`config.mk`:
```
export PLATFORM = sky130hd
export DESIGN_NAME = sorted_priority_queue_with_search_unit
export DESIGN_NICKNAME = d
export VERILOG_FILES = /design/src/hw/rtl/spq_pkg.sv /design/src/hw/rtl/spq_store.sv /design/src/hw/rtl/spq_cmp.sv /design/src/hw/rtl/sorted_priority_queue_with_search_unit.sv
export SDC_FILE = /design/constraint.sdc
export NUM_CORES = 2
export LEC_CHECK = 0
export ABC_AREA = 0
export BUFFER_PORTS_ARGS = -buffer_cell sky130_fd_sc_hd__buf_4
export CAP_MARGIN = 20
export CORE_UTILIZATION = 55
export DETAILED_ROUTE_END_ITERATION = 7
export HOLD_SLACK_MARGIN = 0.03
export PLACE_DENSITY = 0.75
export SYNTH_ARGS = -nofsm -noshare
export SYNTH_HDL_FRONTEND = slang
export SYNTH_SLANG_ARGS = --single-unit
```
`constraint.sdc`:
```
create_clock -name clk -period 9.55 [get_ports clk]
set_input_delay 1.91 -clock clk [delete_from_list [all_inputs] [get_ports clk]]
set_output_delay 1.91 -clock clk [all_outputs]
set_load 0.02 [all_outputs]
```
`src/hw/rtl/spq_pkg.sv`:
```
// Shared types and codes for the sorted priority queue with search.
// Used by spq_store, spq_cmp and the top level; depends on nothing.
`default_nettype none

package spq_pkg;

	localparam int DEPTH_DEF = 16;
	localparam int OCC_W     = 5;

	// operation codes
	localparam logic [1:0] OP_INSERT = 2'd0;
	localparam logic [1:0] OP_POP    = 2'd1;
	localparam logic [1:0] OP_SEARCH = 2'd2;

	// result status codes
	localparam logic [2:0] ST_INSERTED = 3'd0;
	localparam logic [2:0] ST_FULL     = 3'd1;
	localparam logic [2:0] ST_EMPTY    = 3'd2;
	localparam logic [2:0] ST_HIT      = 3'd3;
	localparam logic [2:0] ST_MISS     = 3'd4;

	typedef struct packed {
		logic [63:0] id;
		logic [15:0] fuel;
		logic [63:0] dest;
	} entry_t;

	typedef struct packed {
		logic le;     // stored key <= request key
		logic id_eq;  // stored id == request id
	} cmp_t;

endpackage

`default_nettype wire

```
`src/hw/rtl/spq_store.sv`:
```
// Entry memory: one write port, one read port with registered read data.
// Depends on spq_pkg for entry_t.
`default_nettype none

module spq_store import spq_pkg::*; #(
	parameter int DEPTH = DEPTH_DEF,
	localparam int AW = $clog2(DEPTH)
) (
	input  wire logic          clk,
	input  wire logic          we,
	input  wire logic [AW-1:0] waddr,
	input  wire entry_t        wdata,
	input  wire logic          re,
	input  wire logic [AW-1:0] raddr,
	output entry_t             rdata
);

	entry_t mem_q [DEPTH];
	entry_t rdata_q;

	always_ff @(posedge clk) begin
		if (we) begin
			mem_q[waddr] <= wdata;
		end
		if (re) begin
			rdata_q <= mem_q[raddr];
		end
	end

	assign rdata = rdata_q;

endmodule

`default_nettype wire

```
`src/hw/rtl/spq_cmp.sv`:
```
// Shared comparator: key order (fuel, then destination) and id match.
// Depends on spq_pkg for entry_t and cmp_t.
`default_nettype none

module spq_cmp import spq_pkg::*; (
	input  wire entry_t stored,
	input  wire entry_t req,
	output cmp_t        res
);

	always_comb begin
		if (stored.fuel != req.fuel) begin
			res.le = stored.fuel < req.fuel;
		end else begin
			res.le = stored.dest <= req.dest;
		end
		res.id_eq = stored.id == req.id;
	end

endmodule

`default_nettype wire

```
`src/hw/rtl/sorted_priority_queue_with_search_unit.sv`:
```
// Top level of the sorted priority queue with search: sequencer, output register.
// Depends on spq_pkg, spq_store (entry memory) and spq_cmp (shared comparator).
//
//   channel | direction | handshake          | payload
//   --------+-----------+--------------------+-------------------------------------------
//   in      | to block  | in_valid/in_stall  | operation, flight_id, fuel, destination
//   out     | from block| out_valid/out_stall| status, found_id, found_fuel,
//           |           |                    | found_destination, occupancy
//
// Requests: one at a time, paced by the one read port and comparator; a full or
// empty-store insert, an empty pop or search, and code three finish without a walk.
// Reset: arst_n clears sequencer, count and output valid; memory is not cleared.
// Stalls: in_stall is high while a request is in work; a result waits in the output
// register under out_stall and the next request is still taken.
`default_nettype none

module sorted_priority_queue_with_search_unit import spq_pkg::*; #(
	parameter int DEPTH = DEPTH_DEF
) (
	input  wire logic        clk,
	input  wire logic        arst_n,
	input  wire logic        in_valid,
	output logic             in_stall,
	input  wire logic [1:0]  operation,
	input  wire logic [63:0] flight_id,
	input  wire logic [15:0] fuel,
	input  wire logic [63:0] destination,
	output logic             out_valid,
	input  wire logic        out_stall,
	output logic [2:0]       status,
	output logic [63:0]      found_id,
	output logic [15:0]      found_fuel,
	output logic [63:0]      found_destination,
	output logic [OCC_W-1:0] occupancy
);

	localparam int AW = $clog2(DEPTH);
	localparam int CW = $clog2(DEPTH + 1);

	// sequencer states
	localparam logic [2:0] S_IDLE = 3'd0;
	localparam logic [2:0] S_INS  = 3'd1; // walk back from tail, shifting larger keys up
	localparam logic [2:0] S_INSH = 3'd2; // new entry goes to the head slot
	localparam logic [2:0] S_POP  = 3'd3; // take slot 0, shift the rest down
	localparam logic [2:0] S_SRCH = 3'd4; // walk forward looking for the id
	localparam logic [2:0] S_DONE = 3'd5; // hand the result to the output register

	logic [2:0]    state_q, state_d;
	logic [CW-1:0] cnt_q, cnt_d;
	logic [AW-1:0] ptr_q, ptr_d;   // slot whose data the memory returns this cycle

	entry_t        req_q;          // request held for the walk
	entry_t        res_q;          // payload of the result being built
	logic [2:0]    res_status_q;

	logic          out_valid_q;
	logic [2:0]    status_q;
	entry_t        out_q;
	logic [OCC_W-1:0] occ_q;

	entry_t        in_entry;
	entry_t        rdata;
	entry_t        wdata;
	cmp_t          cmp;
	logic          we, re;
	logic [AW-1:0] waddr, raddr;
	logic          accept, cap, stat_ld, load_out, last;
	logic [2:0]    stat_d;

	assign in_entry = '{id: flight_id, fuel: fuel, dest: destination};
	assign accept   = in_valid && (state_q == S_IDLE);
	assign in_stall = state_q != S_IDLE;

	// current slot is the last stored one
	assign last = (CW'(ptr_q) + CW'(1)) == cnt_q;

	spq_store #(.DEPTH(DEPTH)) u_store (
		.clk   (clk),
		.we    (we),
		.waddr (waddr),
		.wdata (wdata),
		.re    (re),
		.raddr (raddr),
		.rdata (rdata)
	);

	spq_cmp u_cmp (
		.stored (rdata),
		.req    (req_q),
		.res    (cmp)
	);

	// Sequencer. Each read is issued in the cycle before its data is used, so the
	// walk covers one slot per cycle; writes land on a read slot or the one past the tail.
	always_comb begin
		state_d  = state_q;
		cnt_d    = cnt_q;
		ptr_d    = ptr_q;
		we       = 1'b0;
		waddr    = '0;
		wdata    = rdata;
		re       = 1'b0;
		raddr    = '0;
		cap      = 1'b0;
		stat_ld  = 1'b0;
		stat_d   = ST_MISS;
		load_out = 1'b0;

		unique case (state_q)
			S_IDLE: begin
				if (in_valid) begin
					stat_ld = 1'b1;
					state_d = S_DONE;
					unique case (operation)
						OP_INSERT: begin
							if (cnt_q == CW'(DEPTH)) begin
								stat_d = ST_FULL;
							end else if (cnt_q == '0) begin
								we     = 1'b1;
								wdata  = in_entry;
								cnt_d  = cnt_q + CW'(1);
								stat_d = ST_INSERTED;
							end else begin
								stat_ld = 1'b0;
								re      = 1'b1;
								raddr   = AW'(cnt_q - CW'(1));
								ptr_d   = AW'(cnt_q - CW'(1));
								state_d = S_INS;
							end
						end
						OP_POP: begin
							if (cnt_q == '0) begin
								stat_d = ST_EMPTY;
							end else begin
								stat_ld = 1'b0;
								re      = 1'b1;
								ptr_d   = '0;
								state_d = S_POP;
							end
						end
						OP_SEARCH: begin
							if (cnt_q != '0) begin
								stat_ld = 1'b0;
								re      = 1'b1;
								ptr_d   = '0;
								state_d = S_SRCH;
							end
						end
						default: begin
							stat_d = ST_MISS;
						end
					endcase
				end
			end
			S_INS: begin
				we    = 1'b1;
				waddr = ptr_q + AW'(1);
				if (cmp.le) begin
					// stored key <= new key: new entry sits right behind it
					wdata   = req_q;
					cnt_d   = cnt_q + CW'(1);
					stat_ld = 1'b1;
					stat_d  = ST_INSERTED;
					state_d = S_DONE;
				end else if (ptr_q == '0) begin
					state_d = S_INSH;
				end else begin
					re    = 1'b1;
					raddr = ptr_q - AW'(1);
					ptr_d = ptr_q - AW'(1);
				end
			end
			S_INSH: begin
				we      = 1'b1;
				wdata   = req_q;
				cnt_d   = cnt_q + CW'(1);
				stat_ld = 1'b1;
				stat_d  = ST_INSERTED;
				state_d = S_DONE;
			end
			S_POP: begin
				if (ptr_q == '0) begin
					cap = 1'b1;
				end else begin
					we    = 1'b1;
					waddr = ptr_q - AW'(1);
				end
				if (last) begin
					cnt_d   = cnt_q - CW'(1);
					stat_ld = 1'b1;
					stat_d  = ST_HIT;
					state_d = S_DONE;
				end else begin
					re    = 1'b1;
					raddr = ptr_q + AW'(1);
					ptr_d = ptr_q + AW'(1);
				end
			end
			S_SRCH: begin
				if (cmp.id_eq) begin
					cap     = 1'b1;
					stat_ld = 1'b1;
					stat_d  = ST_HIT;
					state_d = S_DONE;
				end else if (last) begin
					stat_ld = 1'b1;
					stat_d  = ST_MISS;
					state_d = S_DONE;
				end else begin
					re    = 1'b1;
					raddr = ptr_q + AW'(1);
					ptr_d = ptr_q + AW'(1);
				end
			end
			S_DONE: begin
				if (!out_valid_q || !out_stall) begin
					load_out = 1'b1;
					state_d  = S_IDLE;
				end
			end
			default: begin
				state_d = S_IDLE;
			end
		endcase
	end

	// control state
	always_ff @(posedge clk or negedge arst_n) begin
		if (!arst_n) begin
			state_q     <= S_IDLE;
			cnt_q       <= '0;
			ptr_q       <= '0;
			out_valid_q <= 1'b0;
		end else begin
			state_q <= state_d;
			cnt_q   <= cnt_d;
			ptr_q   <= ptr_d;
			if (load_out) begin
				out_valid_q <= 1'b1;
			end else if (!out_stall) begin
				out_valid_q <= 1'b0;
			end
		end
	end

	// payload; result fields default to zero unless an entry is captured
	always_ff @(posedge clk) begin
		if (accept) begin
			req_q <= in_entry;
			res_q <= '0;
		end
		if (cap) begin
			res_q <= rdata;
		end
		if (stat_ld) begin
			res_status_q <= stat_d;
		end
		if (load_out) begin
			status_q <= res_status_q;
			out_q    <= res_q;
			occ_q    <= OCC_W'(cnt_q);
		end
	end

	assign out_valid         = out_valid_q;
	assign status            = status_q;
	assign found_id          = out_q.id;
	assign found_fuel        = out_q.fuel;
	assign found_destination = out_q.dest;
	assign occupancy         = occ_q;

endmodule

`default_nettype wire
```
==> impl_metrics.ini <==
[status]
status = finished, final reports clean

[drt]
drt_first_pass_iters = 6
drtIter0Drc = 10300
drc = 0
wl_per_cell_um = 32.3
via_per_inst = 6.62
ant_nets = 0
drt-total-wl_um = 324000
via_count = 66400

[worst_setup_path]
crit_start = u_store.rdata[15]
cp.buffers_inverters = 4
rrSetupSlack_ns = 1.15
crit_chain = ha_1 -> nand4_1 -> nor3_1 -> a21boi_1 -> nor4_1 -> buf_2 -> o221ai_1 -> or4_1 -> a21o_4 -> buf_4 -> buf_12 -> or3_4 -> buf_12 -> o22ai_1 -> or4_1
cp-endpoint = u_store.rdata[67]
critPathRequiredTime_ns = 10.18
crit_family = simple AND/OR/NAND/NOR gates
reg2reg_from = u_store.rdata[15]
worstSetupEndpointType = flip-flop
path_max_fanout = 115
ff2ff_path_depth = 15
crit_path_start_kind = flip-flop
worstSetupPathType = flip-flop to flip-flop
cp.depth = 15
cp_data_arrival_time_ns = 9.03
r2r_end = u_store.rdata[67]
slowest_delay_ns = 0.99
slowest_stage = or3_4

[synthesis]
synth_cells = 6756
syn_area_sq_mm = 0.114
synth_edf_count = 2891
ys_seq_area_frac = 0.767
syn_avg_cell_area_sq_um = 16.8
ys_async_sr_fraction = 0.00448
ys_types = 65
ys_warn_count = 0
synthFlopType = edfxtp_1
synth_area_leaders = edfxtp_1, mux2i_1, o22ai_1
syn_nets = 6995
ys_seq_elements = 2904
synth_top_area_frac = 0.764
yosysTopAreaCell = edfxtp_1

[clock_tree]
cts_max_path_buffers = 4
cts_sinks = 2904
clk_latency_ns = 0.96
ctsResizeCount = 0
root_buffer = clkbuf_16
cts_hold_buf = 0
cts_tree = built
post-cts-setup-buffers = 0
cts_inserted_buffers = 294
path_clk_slew_ns = 0.06
cts-htree-levels = 5

[floorplanning]
pin_count = 304
coreArea_sq_mm = 0.205
initial_core_util = 0.554
die_h_um = 457
dieArea_sq_mm = 0.208
rows = 166
die_x_um = 457

[final_layout]
syn2layout_area_growth_pct = 12.9
seq_area_sq_mm = 0.0871
nets = 7343
n_fill_cell = 13900
multi_input_area_sq_mm = 0.0246
drive_gt1_frac = 0.119
fin_area_sq_mm = 0.128

[placed_design]
dpl.hpwl_um = 167000
numPortBuffers = 303
place_area_sq_mm = 0.119
gp_congestion = 0.875

[power]
vdd_drop_max_uv = 609
pwr_density_cell_mw_per_mm2 = 374
power.leakage_nw = 47.4
total_power_mw = 48.0

[timing]
clock-skew-final_ns = 0.0613
tightestPinTransition_ns = 1.29
setup-violations-final = 0
final_hold_viol_count = 0
slew_headroom = 0.136
fmax_mhz = 119
fin_setup_tns_ns = 0
period_share = 0.879
rsz0062_at_grt = no
fin_crit_ns = 8.40
finalMaxSlewViolations = 0

[job]
drv_cap = 0

[grt]
grt_pass1_vias = 64800
grt_usage = 0.307
grt_pass1_wl_um = 457000
grt_overflow_total = 0
antenna_found_initial = 37
grt_max_degree = 145

[worst_hold_path]
holdCritPathClass = flip-flop to flip-flop
## layout by cell type, fill, tap and decap left out, types with 35 or more instances in the layout
master	n
nor4_1	41
nand3_1	55
buf_4	393
a221o_1	41
buf_12	35
nand2_1	366
edfxtp_1	2891
mux2i_1	1014
clkinv_2	50
inv_1	95
a21oi_1	375
clkbuf_16	305
ha_1	89
xnor2_1	74
nor2_1	112
or4_1	111
o22ai_1	512
clkinv_1	57
and2_1	148
a21o_1	108
o21ai_0	167
clkbuf_1	53
## cells in the mapped netlist (58+ instances only)
cell and instances:
a21o_1 109, a21oi_1 377, and2_1 148, buf_2 164
clkbuf_1 148, edfxtp_1 2891, ha_1 89, inv_1 97
mux2i_1 1014, nand2_1 366, nand3_1 58, nor2_1 129
o21ai_0 167, o22ai_1 513, or4_1 111, xnor2_1 74
## final cells by class
type,count,area share
inverter,98,0.00293
multi-input combinational,3376,0.191
clock inverter,144,0.00996
sequential,2904,0.679
timing repair buffer,430,0.0285
antenna,32,0.000624
clock buffer,359,0.0611
tap,2688,0.0262
## through the flow
step | cells | setup slack, ns | util | hold slack, ns
4_1_cts | 9999 | 1.36 | 0.625 | 0.403
2_1_floorplan | 6756 | -0.295 | - | 0.400
6_report | 10000 | 1.15 | 0.626 | 0.410
3_3_place_gp | 9492 | 1.66 | 0.581 | 0.401
5_1_grt | 10000 | 1.19 | 0.626 | 0.416
3_5_place_dp | 9496 | 1.44 | 0.581 | 0.405
## registers in the layout, indices dropped and copies added, names as in the netlist
register and flops:
cnt_q 5, found_destination 64, found_fuel 16, found_id 64, occupancy 5, out_valid 1
ptr_q 4, req_q 144, res_q 144, res_status_q 3, state_q 3, status 3
u_store.mem_q 2304, u_store.rdata 144
## power by group
group / switching [mW] / internal (mW)
combinational: 11.5 / 4.88
sequential: 0.935 / 19.5
clock: 4.69 / 6.44
total: 17.1 / 30.9
## worst reg2reg max path, cell delays in order (launching register included)
cell and delay [ns]:
edfxtp_1 0.45, ha_1 0.36, nand4_1 0.37, nor3_1 0.77, a21boi_1 0.32, nor4_1 0.12, buf_2 0.24, o221ai_1 0.18
or4_1 0.46, a21o_4 0.61, buf_4 0.79, buf_12 0.87, or3_4 1.10, buf_12 0.64, o22ai_1 0.26, or4_1 0.57
## cells by family (layout without fill, tap and decap cells)
family,count (synthesis),after routing,share of synthesized area
buffers and inverters,476,1031,0.0195
adder cells (fa/ha/maj),89,89,0.00980
multiplexers,1014,1014,0.0893
XOR/XNOR,79,79,0.00621
AO/OA/AOI/OAI,1256,1256,0.0664
AND/OR/NAND/NOR,938,938,0.0418
flip-flops,2904,2904,0.767
other,0,32,0
## worst min-delay path by stage
stage | start | end | slack (ns) | depth (start not counted)
finish | res_q[133] | found_id[53] | 0.41 | 0
global placement | res_q[40] | found_destination[40] | 0.40 | 0
global route | res_q[129] | found_id[49] | 0.42 | 0
CTS | res_q[42] | found_destination[42] | 0.40 | 0
floorplan | res_q[0] | found_destination[0] | 0.40 | 0
detailed placement | res_q[77] | found_fuel[13] | 0.40 | 0
## metal layers
layer / global-route usage / routed length [um] / vias up / share of wire
met5: 0 / 60 / - / 0.00018
met4: 0.182 / 20300 / 10 / 0.063
met3: 0.0593 / 36300 / 888 / 0.11
met2: 0.493 / 155000 / 4797 / 0.48
met1: 0.391 / 113000 / 33400 / 0.35
li1: - / - / 27300 / -
Power figures use the tool's default switching activity.
